### config.mk
export PLATFORM = sky130hd
export DESIGN_NAME = ising_metropolis_update_flat
export DESIGN_NICKNAME = d
export VERILOG_FILES = /design/src/hdl/ising_pkg.sv /design/src/hdl/ising_req_if.sv /design/src/hdl/ising_rsp_if.sv /design/src/hdl/ising_ctrl.sv /design/src/hdl/ising_dpath.sv /design/src/hdl/ising_metropolis_update.sv /design/src/flat_wrapper.sv
export SDC_FILE = /design/constraint.sdc
export NUM_CORES = 2
export LEC_CHECK = 0
export BUFFER_PORTS_ARGS = -buffer_cell sky130_fd_sc_hd__buf_2
export CORE_UTILIZATION = 58
export CTS_CLUSTER_SIZE = 12
export DETAILED_ROUTE_END_ITERATION = 7
export GPL_ROUTABILITY_DRIVEN = 0
export HOLD_SLACK_MARGIN = 0.03
export PLACE_DENSITY = 0.83
export SLEW_MARGIN = 10
export SYNTH_ARGS = -nofsm -noshare
export SYNTH_HDL_FRONTEND = slang
export SYNTH_SLANG_ARGS = --single-unit
### constraint.sdc
create_clock -name clk -period 13 [get_ports clk]
set_input_delay 0 -clock clk [delete_from_list [all_inputs] [get_ports clk]]
set_output_delay 0 -clock clk [all_outputs]
set_load 0.05 [all_outputs]
### src/hdl/ising_pkg.sv
`timescale 1ns / 1ps
// Shared constants, request and register codes, and the control structs for the
// Ising lattice update block. No dependencies.
package ising_pkg;

    localparam int LATTICE_SIDE_DEF = 32;

    localparam int REQ_W     = 2;
    localparam int SITE_W    = 10;
    localparam int RND_W     = 16;
    localparam int THR_W     = 17;
    localparam int NSUM_W    = 4;
    localparam int MAG_W     = 12;
    localparam int ENERGY_W  = 13;
    localparam int CFG_IDX_W = 2;

    // Fraction bits of the reciprocal used to split a site into row and column.
    localparam int RECIP_SHIFT = 20;

    // Request codes; every other code behaves as a read.
    localparam logic [REQ_W-1:0] REQ_WRITE = 2'd0;
    localparam logic [REQ_W-1:0] REQ_TRIAL = 2'd1;

    // Configuration register indexes.
    localparam logic [CFG_IDX_W-1:0] CFG_COUPLING = 2'd0;
    localparam logic [CFG_IDX_W-1:0] CFG_THR_PAIR = 2'd1;
    localparam logic [CFG_IDX_W-1:0] CFG_THR_QUAD = 2'd2;

    localparam logic [THR_W-1:0] THR_PAIR_RST = 17'd11242;
    localparam logic [THR_W-1:0] THR_QUAD_RST = 17'd1929;

    typedef struct packed {
        logic clear_wr;
        logic capture;
        logic div;
        logic fix;
        logic rd_a;
        logic rd_b;
        logic exec;
    } cmd_t;

    typedef struct packed {
        logic clear_last;
        logic out_free;
    } sts_t;

endpackage

### src/hdl/ising_req_if.sv
`timescale 1ns / 1ps
// Request channel of the Ising lattice block: valid/ready plus one request item.
// Depends on ising_pkg.
interface ising_req_if import ising_pkg::*; ();

    logic              valid;
    logic              ready;
    logic [REQ_W-1:0]  req_type;
    logic [SITE_W-1:0] site;
    logic              spin_value;
    logic [RND_W-1:0]  random;

    modport source (output valid, req_type, site, spin_value, random, input ready);
    modport sink (input valid, req_type, site, spin_value, random, output ready);

endinterface

### src/hdl/ising_rsp_if.sv
`timescale 1ns / 1ps
// Result channel of the Ising lattice block: valid/ready plus one result item.
// Depends on ising_pkg.
interface ising_rsp_if import ising_pkg::*; ();

    logic                       valid;
    logic                       ready;
    logic                       spin_out;
    logic                       flipped;
    logic signed [NSUM_W-1:0]   neighbor_sum;
    logic signed [MAG_W-1:0]    magnetization_sum;
    logic signed [ENERGY_W-1:0] energy_units;

    modport source (output valid, spin_out, flipped, neighbor_sum, magnetization_sum,
                    energy_units, input ready);
    modport sink (input valid, spin_out, flipped, neighbor_sum, magnetization_sum,
                  energy_units, output ready);

endinterface

### src/hdl/ising_ctrl.sv
`timescale 1ns / 1ps
// Sequencer of the Ising lattice block: clearing pass after reset, then the
// per-item steps. Depends on ising_pkg.
module ising_ctrl import ising_pkg::*;
(
    input  logic clk,
    input  logic rst_n,
    input  logic in_valid,
    output logic in_ready,
    input  sts_t sts,
    output cmd_t cmd
);

    typedef enum logic [6:0] {
        S_CLEAR = 7'b0000001,
        S_IDLE  = 7'b0000010,
        S_DIV   = 7'b0000100,
        S_FIX   = 7'b0001000,
        S_RD_A  = 7'b0010000,
        S_RD_B  = 7'b0100000,
        S_EXEC  = 7'b1000000
    } state_t;

    state_t state_reg;
    state_t state_next;

    always_ff @(posedge clk or negedge rst_n)
    begin
        if (!rst_n)
        begin
            state_reg <= S_CLEAR;
        end
        else
        begin
            state_reg <= state_next;
        end
    end

    always_comb
    begin
        state_next = state_reg;
        unique case (state_reg)
            S_CLEAR:
            begin
                if (sts.clear_last)
                begin
                    state_next = S_IDLE;
                end
            end
            S_IDLE:
            begin
                if (in_valid)
                begin
                    state_next = S_DIV;
                end
            end
            S_DIV:  state_next = S_FIX;
            S_FIX:  state_next = S_RD_A;
            S_RD_A: state_next = S_RD_B;
            S_RD_B: state_next = S_EXEC;
            S_EXEC:
            begin
                if (sts.out_free)
                begin
                    state_next = S_IDLE;
                end
            end
            default: state_next = S_CLEAR;
        endcase
    end

    assign in_ready     = (state_reg == S_IDLE);
    assign cmd.clear_wr = (state_reg == S_CLEAR);
    assign cmd.capture  = (state_reg == S_IDLE) && in_valid;
    assign cmd.div      = (state_reg == S_DIV);
    assign cmd.fix      = (state_reg == S_FIX);
    assign cmd.rd_a     = (state_reg == S_RD_A);
    assign cmd.rd_b     = (state_reg == S_RD_B);
    // The result is committed only when the output register can take it.
    assign cmd.exec     = (state_reg == S_EXEC) && sts.out_free;

endmodule

### src/hdl/ising_dpath.sv
`timescale 1ns / 1ps
// Datapath of the Ising lattice block: row memory, site decode, Metropolis
// decision, running totals, configuration and output registers. Depends on ising_pkg.
module ising_dpath import ising_pkg::*;
#(
    parameter int LATTICE_SIDE = LATTICE_SIDE_DEF
)
(
    input  logic                       clk,
    input  logic                       rst_n,
    input  cmd_t                       cmd,
    output sts_t                       sts,
    input  logic [REQ_W-1:0]           req_type,
    input  logic [SITE_W-1:0]          site,
    input  logic                       spin_value,
    input  logic [RND_W-1:0]           random,
    input  logic                       cfg_we,
    input  logic [CFG_IDX_W-1:0]       cfg_index,
    input  logic [THR_W-1:0]           cfg_data,
    input  logic                       rsp_ready,
    output logic                       rsp_valid,
    output logic                       spin_out,
    output logic                       flipped,
    output logic signed [NSUM_W-1:0]   neighbor_sum,
    output logic signed [MAG_W-1:0]    magnetization_sum,
    output logic signed [ENERGY_W-1:0] energy_units
);

    localparam int SITE_COUNT = LATTICE_SIDE * LATTICE_SIDE;
    localparam int ROW_W      = $clog2(LATTICE_SIDE);
    localparam int RECIP      = (1 << RECIP_SHIFT) / LATTICE_SIDE;
    localparam int PROD_W     = SITE_W + RECIP_SHIFT;
    localparam logic [ROW_W-1:0]          LAST_IDX   = ROW_W'(LATTICE_SIDE - 1);
    localparam logic [SITE_W:0]           SIDE_W     = (SITE_W + 1)'(LATTICE_SIDE);
    localparam logic [MAG_W-1:0]          MAG_RST    = MAG_W'(SITE_COUNT);
    localparam logic [ENERGY_W-1:0]       ENERGY_RST = ENERGY_W'(-2 * SITE_COUNT);
    localparam logic                      MAG_LSB    = 1'(SITE_COUNT % 2);

    // Configuration.
    logic             cneg_reg;
    logic [THR_W-1:0] thr_pair_reg;
    logic [THR_W-1:0] thr_quad_reg;

    always_ff @(posedge clk or negedge rst_n)
    begin
        if (!rst_n)
        begin
            cneg_reg     <= 1'b0;
            thr_pair_reg <= THR_PAIR_RST;
            thr_quad_reg <= THR_QUAD_RST;
        end
        else if (cfg_we)
        begin
            unique case (cfg_index)
                CFG_COUPLING: cneg_reg     <= cfg_data[0];
                CFG_THR_PAIR: thr_pair_reg <= cfg_data;
                CFG_THR_QUAD: thr_quad_reg <= cfg_data;
                default: ;
            endcase
        end
    end

    // Captured item.
    logic [REQ_W-1:0]  type_reg;
    logic [SITE_W-1:0] site_reg;
    logic              wval_reg;
    logic [RND_W-1:0]  rnd_reg;
    logic              in_range_reg;

    always_ff @(posedge clk)
    begin
        if (cmd.capture)
        begin
            type_reg     <= req_type;
            site_reg     <= site;
            wval_reg     <= spin_value;
            rnd_reg      <= random;
            in_range_reg <= (int'(site) < SITE_COUNT);
        end
    end

    // Row and column: a reciprocal multiply gives the row or one less, and a
    // single compare-and-subtract corrects it.
    logic [PROD_W-1:0] prod;
    logic [SITE_W-1:0] q_reg;
    logic [SITE_W:0]   qside;
    logic [SITE_W:0]   rem;
    logic [ROW_W-1:0]  row_reg;
    logic [ROW_W-1:0]  col_reg;

    assign prod  = PROD_W'(site_reg) * PROD_W'(RECIP);
    assign qside = (SITE_W + 1)'(q_reg) * SIDE_W;
    assign rem   = {1'b0, site_reg} - qside;

    always_ff @(posedge clk)
    begin
        if (cmd.div)
        begin
            q_reg <= prod[PROD_W-1:RECIP_SHIFT];
        end
        if (cmd.fix)
        begin
            if (rem >= SIDE_W)
            begin
                row_reg <= ROW_W'(q_reg + 1'b1);
                col_reg <= ROW_W'(rem - SIDE_W);
            end
            else
            begin
                row_reg <= ROW_W'(q_reg);
                col_reg <= ROW_W'(rem);
            end
        end
    end

    // Torus neighbors.
    logic [ROW_W-1:0] row_up;
    logic [ROW_W-1:0] row_dn;
    logic [ROW_W-1:0] col_rt;
    logic [ROW_W-1:0] col_lf;

    assign row_up = (row_reg == '0) ? LAST_IDX : row_reg - 1'b1;
    assign row_dn = (row_reg == LAST_IDX) ? '0 : row_reg + 1'b1;
    assign col_lf = (col_reg == '0) ? LAST_IDX : col_reg - 1'b1;
    assign col_rt = (col_reg == LAST_IDX) ? '0 : col_reg + 1'b1;

    // Lattice memory, one row per entry; the clearing pass sets every spin to +1.
    logic [LATTICE_SIDE-1:0] lattice_mem [LATTICE_SIDE];
    logic [LATTICE_SIDE-1:0] rd_a_reg;
    logic [LATTICE_SIDE-1:0] rd_b_reg;
    logic [LATTICE_SIDE-1:0] up_row_reg;
    logic [LATTICE_SIDE-1:0] new_row;
    logic                    mem_we;
    logic [ROW_W-1:0]        mem_waddr;
    logic [LATTICE_SIDE-1:0] mem_wdata;
    logic [ROW_W-1:0]        clear_row_reg;
    logic                    change;

    assign mem_we    = cmd.clear_wr || (cmd.exec && change);
    assign mem_waddr = cmd.clear_wr ? clear_row_reg : row_reg;
    assign mem_wdata = cmd.clear_wr ? '1 : new_row;

    always_ff @(posedge clk)
    begin
        if (mem_we)
        begin
            lattice_mem[mem_waddr] <= mem_wdata;
        end
        if (cmd.rd_a)
        begin
            rd_a_reg <= lattice_mem[row_up];
            rd_b_reg <= lattice_mem[row_reg];
        end
        else if (cmd.rd_b)
        begin
            rd_a_reg   <= lattice_mem[row_dn];
            up_row_reg <= rd_a_reg;
        end
    end

    always_ff @(posedge clk or negedge rst_n)
    begin
        if (!rst_n)
        begin
            clear_row_reg <= '0;
        end
        else if (cmd.clear_wr)
        begin
            clear_row_reg <= clear_row_reg + 1'b1;
        end
    end

    // Metropolis step. After the reads, rd_b holds the site's row and rd_a the row below.
    logic                       s_c;
    logic                       s_u;
    logic                       s_d;
    logic                       s_r;
    logic                       s_l;
    logic [2:0]                 ones;
    logic signed [NSUM_W-1:0]   nsum;
    logic signed [ENERGY_W-1:0] nsum_x2;
    logic                       nsum_pos;
    logic                       nsum_neg;
    logic                       big_rise;
    logic                       rise_pos;
    logic                       rnd_ok;
    logic                       accept;
    logic                       is_write;
    logic                       is_trial;
    logic                       new_spin;
    logic signed [MAG_W-1:0]    mag_reg;
    logic signed [MAG_W-1:0]    mag_next;
    logic signed [ENERGY_W-1:0] energy_reg;
    logic signed [ENERGY_W-1:0] energy_next;

    assign s_c = rd_b_reg[col_reg];
    assign s_r = rd_b_reg[col_rt];
    assign s_l = rd_b_reg[col_lf];
    assign s_u = up_row_reg[col_reg];
    assign s_d = rd_a_reg[col_reg];

    assign ones    = 3'(s_u) + 3'(s_d) + 3'(s_r) + 3'(s_l);
    assign nsum    = $signed({ones, 1'b0}) - 4'sd4;
    assign nsum_x2 = $signed({{(ENERGY_W - NSUM_W - 1){nsum[NSUM_W-1]}}, nsum, 1'b0});

    assign nsum_pos = (ones > 3'd2);
    assign nsum_neg = (ones < 3'd2);
    assign big_rise = (ones == 3'd0) || (ones == 3'd4);
    // The energy rises when the spin is aligned with its neighbors' field,
    // and the sign is reversed for an antiferromagnetic coupling.
    assign rise_pos = (nsum_pos || nsum_neg) &&
                      (((nsum_pos && s_c) || (nsum_neg && !s_c)) ^ cneg_reg);
    assign rnd_ok   = big_rise ? ({1'b0, rnd_reg} < thr_quad_reg)
                               : ({1'b0, rnd_reg} < thr_pair_reg);
    assign accept   = !rise_pos || rnd_ok;

    assign is_write = (type_reg == REQ_WRITE);
    assign is_trial = (type_reg == REQ_TRIAL);
    assign new_spin = is_write ? wval_reg : !s_c;
    assign change   = in_range_reg &&
                      ((is_write && (wval_reg != s_c)) || (is_trial && accept));

    always_comb
    begin
        new_row          = rd_b_reg;
        new_row[col_reg] = new_spin;
    end

    always_comb
    begin
        mag_next    = mag_reg;
        energy_next = energy_reg;
        if (change)
        begin
            if (new_spin)
            begin
                mag_next    = mag_reg + 12'sd2;
                energy_next = energy_reg - nsum_x2;
            end
            else
            begin
                mag_next    = mag_reg - 12'sd2;
                energy_next = energy_reg + nsum_x2;
            end
        end
    end

    always_ff @(posedge clk or negedge rst_n)
    begin
        if (!rst_n)
        begin
            mag_reg    <= MAG_RST;
            energy_reg <= ENERGY_RST;
        end
        else if (cmd.exec)
        begin
            mag_reg    <= mag_next;
            energy_reg <= energy_next;
        end
    end

    // Output register.
    logic                       rsp_valid_reg;
    logic                       spin_out_reg;
    logic                       flipped_reg;
    logic signed [NSUM_W-1:0]   nsum_out_reg;
    logic signed [MAG_W-1:0]    mag_out_reg;
    logic signed [ENERGY_W-1:0] energy_out_reg;

    always_ff @(posedge clk or negedge rst_n)
    begin
        if (!rst_n)
        begin
            rsp_valid_reg <= 1'b0;
        end
        else if (cmd.exec)
        begin
            rsp_valid_reg <= 1'b1;
        end
        else if (rsp_ready)
        begin
            rsp_valid_reg <= 1'b0;
        end
    end

    always_ff @(posedge clk)
    begin
        if (cmd.exec)
        begin
            spin_out_reg   <= in_range_reg && (change ? new_spin : s_c);
            flipped_reg    <= in_range_reg && is_trial && accept;
            nsum_out_reg   <= in_range_reg ? nsum : '0;
            mag_out_reg    <= mag_next;
            energy_out_reg <= energy_next;
        end
    end

    assign rsp_valid         = rsp_valid_reg;
    assign spin_out          = spin_out_reg;
    assign flipped           = flipped_reg;
    assign neighbor_sum      = nsum_out_reg;
    assign magnetization_sum = mag_out_reg;
    assign energy_units      = energy_out_reg;

    assign sts.clear_last = (clear_row_reg == LAST_IDX);
    assign sts.out_free   = !rsp_valid_reg || rsp_ready;

    a_exec_free: assert property (@(posedge clk) disable iff (!rst_n)
        cmd.exec |-> (!rsp_valid_reg || rsp_ready))
        else $error("result committed while the output register was full");

    a_mag_parity: assert property (@(posedge clk) disable iff (!rst_n)
        mag_reg[0] == MAG_LSB)
        else $error("spin total changed by an odd amount");

    a_energy_even: assert property (@(posedge clk) disable iff (!rst_n)
        energy_reg[0] == 1'b0)
        else $error("bond total changed by an odd amount");

    a_flip_changes_spin: assert property (@(posedge clk) disable iff (!rst_n)
        cmd.exec && in_range_reg && is_trial && accept |=> spin_out_reg != $past(s_c))
        else $error("flipped trial reported an unchanged spin");

endmodule

### src/hdl/ising_metropolis_update.sv
`timescale 1ns / 1ps
// Top level of the 2D Ising lattice block with Metropolis updates.
// Depends on ising_pkg, ising_req_if, ising_rsp_if, ising_ctrl and ising_dpath.
//
// Usage: each request item on req writes a spin, makes one Metropolis trial
// or reads a site; every request gives exactly one result item on rsp with the
// spin, flip flag, neighbor sum and the running magnetization and energy totals.
// Configuration is written through cfg_we/cfg_index/cfg_data while the block is
// idle: index 0 coupling sign, 1 threshold for a 4J rise, 2 threshold for 8J.
// Steps: an accepted item passes through the row/column split (one multiply,
// one correction), two reads of the two-port row memory and one execute step
// that writes a changed row back and loads the result into the output register.
// A new item is accepted only after the previous one has left the execute step.
// Reset: after rst_n is released, a clearing pass writes one row per cycle
// through all LATTICE_SIDE rows, setting every spin to +1; req.ready stays low
// during it. Configuration registers return to their defaults at once.
// Stall: a result waits in the output register; the next item is accepted
// meanwhile, and its execute cycle waits until rsp.ready frees the register.
module ising_metropolis_update import ising_pkg::*;
#(
    parameter int LATTICE_SIDE = LATTICE_SIDE_DEF
)
(
    input  logic                 clk,
    input  logic                 rst_n,
    ising_req_if.sink            req,
    ising_rsp_if.source          rsp,
    input  logic                 cfg_we,
    input  logic [CFG_IDX_W-1:0] cfg_index,
    input  logic [THR_W-1:0]     cfg_data
);

    cmd_t cmd;
    sts_t sts;

    ising_ctrl u_ctrl (
        .clk      (clk),
        .rst_n    (rst_n),
        .in_valid (req.valid),
        .in_ready (req.ready),
        .sts      (sts),
        .cmd      (cmd)
    );

    ising_dpath #(
        .LATTICE_SIDE (LATTICE_SIDE)
    ) u_dpath (
        .clk               (clk),
        .rst_n             (rst_n),
        .cmd               (cmd),
        .sts               (sts),
        .req_type          (req.req_type),
        .site              (req.site),
        .spin_value        (req.spin_value),
        .random            (req.random),
        .cfg_we            (cfg_we),
        .cfg_index         (cfg_index),
        .cfg_data          (cfg_data),
        .rsp_ready         (rsp.ready),
        .rsp_valid         (rsp.valid),
        .spin_out          (rsp.spin_out),
        .flipped           (rsp.flipped),
        .neighbor_sum      (rsp.neighbor_sum),
        .magnetization_sum (rsp.magnetization_sum),
        .energy_units      (rsp.energy_units)
    );

endmodule
### src/flat_wrapper.sv
// flat-port wrapper written by rule: the top's interface ports become plain ports
module ising_metropolis_update_flat import ising_pkg::*;
#(
    parameter int LATTICE_SIDE = LATTICE_SIDE_DEF
)
  (clk, rst_n, cfg_we, cfg_index, cfg_data, req_valid, req_req_type, req_site, req_spin_value, req_random, req_ready, rsp_valid, rsp_spin_out, rsp_flipped, rsp_neighbor_sum, rsp_magnetization_sum, rsp_energy_units, rsp_ready);
  ising_req_if req_i ();
  ising_rsp_if rsp_i ();
  input  logic clk;
  input  logic rst_n;
  input  logic cfg_we;
  input  logic [CFG_IDX_W-1:0] cfg_index;
  input  logic [THR_W-1:0] cfg_data;
  input wire logic [$bits(req_i.valid)-1:0] req_valid;
  input wire logic [$bits(req_i.req_type)-1:0] req_req_type;
  input wire logic [$bits(req_i.site)-1:0] req_site;
  input wire logic [$bits(req_i.spin_value)-1:0] req_spin_value;
  input wire logic [$bits(req_i.random)-1:0] req_random;
  output wire logic [$bits(req_i.ready)-1:0] req_ready;
  output wire logic [$bits(rsp_i.valid)-1:0] rsp_valid;
  output wire logic [$bits(rsp_i.spin_out)-1:0] rsp_spin_out;
  output wire logic [$bits(rsp_i.flipped)-1:0] rsp_flipped;
  output wire logic [$bits(rsp_i.neighbor_sum)-1:0] rsp_neighbor_sum;
  output wire logic [$bits(rsp_i.magnetization_sum)-1:0] rsp_magnetization_sum;
  output wire logic [$bits(rsp_i.energy_units)-1:0] rsp_energy_units;
  input wire logic [$bits(rsp_i.ready)-1:0] rsp_ready;
  assign req_i.valid = req_valid;
  assign req_i.req_type = req_req_type;
  assign req_i.site = req_site;
  assign req_i.spin_value = req_spin_value;
  assign req_i.random = req_random;
  assign req_ready = req_i.ready;
  assign rsp_valid = rsp_i.valid;
  assign rsp_spin_out = rsp_i.spin_out;
  assign rsp_flipped = rsp_i.flipped;
  assign rsp_neighbor_sum = rsp_i.neighbor_sum;
  assign rsp_magnetization_sum = rsp_i.magnetization_sum;
  assign rsp_energy_units = rsp_i.energy_units;
  assign rsp_i.ready = rsp_ready;
  ising_metropolis_update #(.LATTICE_SIDE(LATTICE_SIDE)) u_core (.clk(clk), .rst_n(rst_n), .req(req_i), .rsp(rsp_i), .cfg_we(cfg_we), .cfg_index(cfg_index), .cfg_data(cfg_data));
endmodule
==> metrics.txt <==
status complete, no violations; met3 usage a little over a tenth; worst hold path type input pin to register; hold_buf cts 100; routed via count ~44000; ys async rst share between 5 and 6%; Seq/Total Area, Yosys a little under three fifths; Setup CP Type register to register; Synth area leaders edfxtp_1, mux4_2, nand2_1; CP Capture Type register; Cell Area, Synth a little under 70000 um2; Worst Clk Skew between 30 and 40 ps; Leakage around 25 nW; achievable frequency between 0.1 and 0.15 GHz; number of flops mapped to enable cells by yosys 1191; initial core utilization around three fifths; Worst VDD drop 168 uV; initial antenna violation count 4; Final HPWL DP approximately 110 mm; worst endpoint data arrival time slightly below 9000 ps; # clock sinks 1261; DIE AREA between 100000 and 150000 um2; met2 usage 52.3%; Core Area ~120000 um2; Unique masters post-synth between 70 and 80; synthesized instance count 3865; Yosys top cell area share a little over half; All-Layer GR Usage about a third; Die Wd about 340 um; Warnings, synthesis 0; Detail Route Antenna Nets 0; final hold vios 0; minimum clock period 8310 ps; met1 Use GR 45.6%; layout cells sized above 1 about a third; required time of the worst setup path 13430 ps; post-CTS sizing 0; first-pass GRT wire length 298 mm; RSZ-0062 raised after global routing false; clk buf depth 3; Area growth, synth to finish 11.3%; nets@finish roughly 4100; Min Hold Slack between 90 and 100 ps; chip height about 340 um; final max-slew violation count 0; H-tree lvl count 4; Worst-Margin Slew 1290 ps; DRC Markers 0; clk root buf clkbuf_16; flops & latches, synth roughly 1300; CTS tree done; CP startpoint kind register; post-DR vias/cell approximately 7.8; ys flop type edfxtp_1; Post-CTS Setup Inserts 0; Final Cycle Share a little under two thirds; Cell Pwr Density around 140 nW/um2; Synth area leader edfxtp_1; worst-path fanout max 30; total length of routed wires a little over 200 mm; latest clock arrival within the worst-skew pair around 800 ps; row count roughly 130; clock transition at the registers of the reported paths 60 ps; endpoints failing setup 0; DR iter-0 viols ~7600; Most Crowded Layer GR met2; vias in the first global route 44200; Slew headroom between 10% and 20%; clock buffer count from CTS approximately 140; WL/cell approximately 37 um; Top reg by flops u_core.u_dpath.lattice_mem; largest net degree at the start of global routing between 100 and 150; setup total negative slack 0 ps; iteration count of the initial detailed-routing pass 8; io pins 86; Largest register FFs 1024; grt ovf 0; I/O Buffers 81; Mean Syn Cell Area approximately 18 um2; max_cap viols 0
stage by stage:
stage                     total power [mW]  util [%]  worst slack (ps)  instance area (um2)  cells
after floorplan                       6.01         -              4910                68000   3868
after global placement                6.54      60.7              5100                70500   5277
after detailed placement              6.60      60.7              4910                70500   5279
after CTS                             10.3      65.1              4840                75600   5600
after global routing                  10.6      65.1              4270                75600   5600
final                                 10.4      65.1              4690                75600   5602
where the power goes:
part,total (mW),switching (mW),internal [mW]
Combinational,1.42,0.967,0.457
Clock,3.71,1.64,2.07
Sequential,5.22,0.179,5.04
Total,10.4,2.78,7.57
cell families (layout without fill, tap and decap cells):
logic type               count (synthesis)  after routing  share of synthesized area, %
AND/OR/NAND/NOR                        653            653                          4.21
flip-flops                            1261           1261                          55.2
other                                    1              6                       0.00552
multiplexers                          1120           1120                          33.3
buffers and inverters                  377            585                          2.24
AO/OA/AOI/OAI                          337            337                          3.08
adder cells (fa/ha/maj)                 76             76                          1.45
XOR/XNOR                                40             40                         0.515
layout make-up:
| cell class | count | area (um2) |
|---|---|---|
| fill | 7217 | 40600 |
| sequential | 1261 | 37500 |
| multi-input combinational | 2230 | 29400 |
| clock buffer | 170 | 3570 |
| timing repair buffer | 300 | 2410 |
| tap | 1524 | 1910 |
| clock inverter | 51 | 544 |
| inverter | 64 | 240 |
| antenna | 2 | 5.00 |
routing by layer:
layer,vias up,part of all wire (%)
met2,4316,46
met4,8,6.8
met5,-,0.027
met3,840,15
li1,16500,-
met1,22200,32
worst paths after layout:
check	from	endpoint	slack [ps]	cells past startpoint
setup / recovery	u_core.u_dpath.col_reg[0]	u_core.u_dpath.lattice_mem[30][24]	4690	25
hold / removal	cfg_data[12]	u_core.u_dpath.thr_quad_reg[12]	100	3
setup reg to reg	u_core.u_dpath.col_reg[0]	u_core.u_dpath.lattice_mem[30][24]	4690	25
hold reg to reg	u_core.u_dpath.rd_a_reg[17]	u_core.u_dpath.up_row_reg[17]	450	0
max in group asynchronous	rst_n	u_core.u_dpath.mag_reg[6]	11760	4
min in group asynchronous	rst_n	u_core.u_dpath.thr_quad_reg[11]	590	4
worst max-delay path, cell delays in order (launching register included):
cell,delay (ps)
edfxtp_1,320
buf_4,430
inv_1,220
ha_1,370
nor4b_2,240
nor2_2,510
mux4_2,590
mux2i_1,150
mux2i_1,120
a32o_1,270
nand2_1,60
o211ai_1,250
fa_1,660
ha_1,230
inv_1,80
ha_1,290
and3_1,210
a32o_1,210
a211oi_2,170
xnor2_1,100
a311oi_2,260
buf_4,260
o211ai_4,100
buf_4,320
a21oi_4,920
buf_4,520
Yosys cell counts, drive strengths merged (8+ instances only):
library cell and n:
xnor2 27, a21oi 91, dfstp 19, nand3 56
a31oi 36, nor2 36, mux2i 145, nand2b 9
o31ai 8, mux2 70, nand2 444, a21o 9
nand3b 8, dfrtp 51, a211oi 35, ha 71
mux4 905, nor3 13, clkbuf 178, edfxtp 1191
and2 35, buf 135, xor2 13, o211ai 31
inv 62, o21ai 93, nor2b 9, and3 11
cell usage in the layout (no fill, tap or decap), drive strengths merged, types with 5 or more instances in the layout:
cell	instances
a211oi	35
fa	5
nor3b	5
o211ai	31
edfxtp	1191
nand2b	9
dlygate4sd3	100
dfstp	19
dfrtp	51
mux4	905
a21o	9
and3	11
nand2	444
mux2i	145
buf	200
xnor2	27
a22oi	5
o31ai	8
nor2	36
mux2	70
nor3	13
and2	35
nor2b	9
ha	71
xor2	13
a21oi	91
inv	67
clkinv	41
clkbuf	170
bufinv	6
nand3b	8
a31oi	36
o21ai	93
nand3	56
Note: power is estimated with default switching activity, not from simulation.
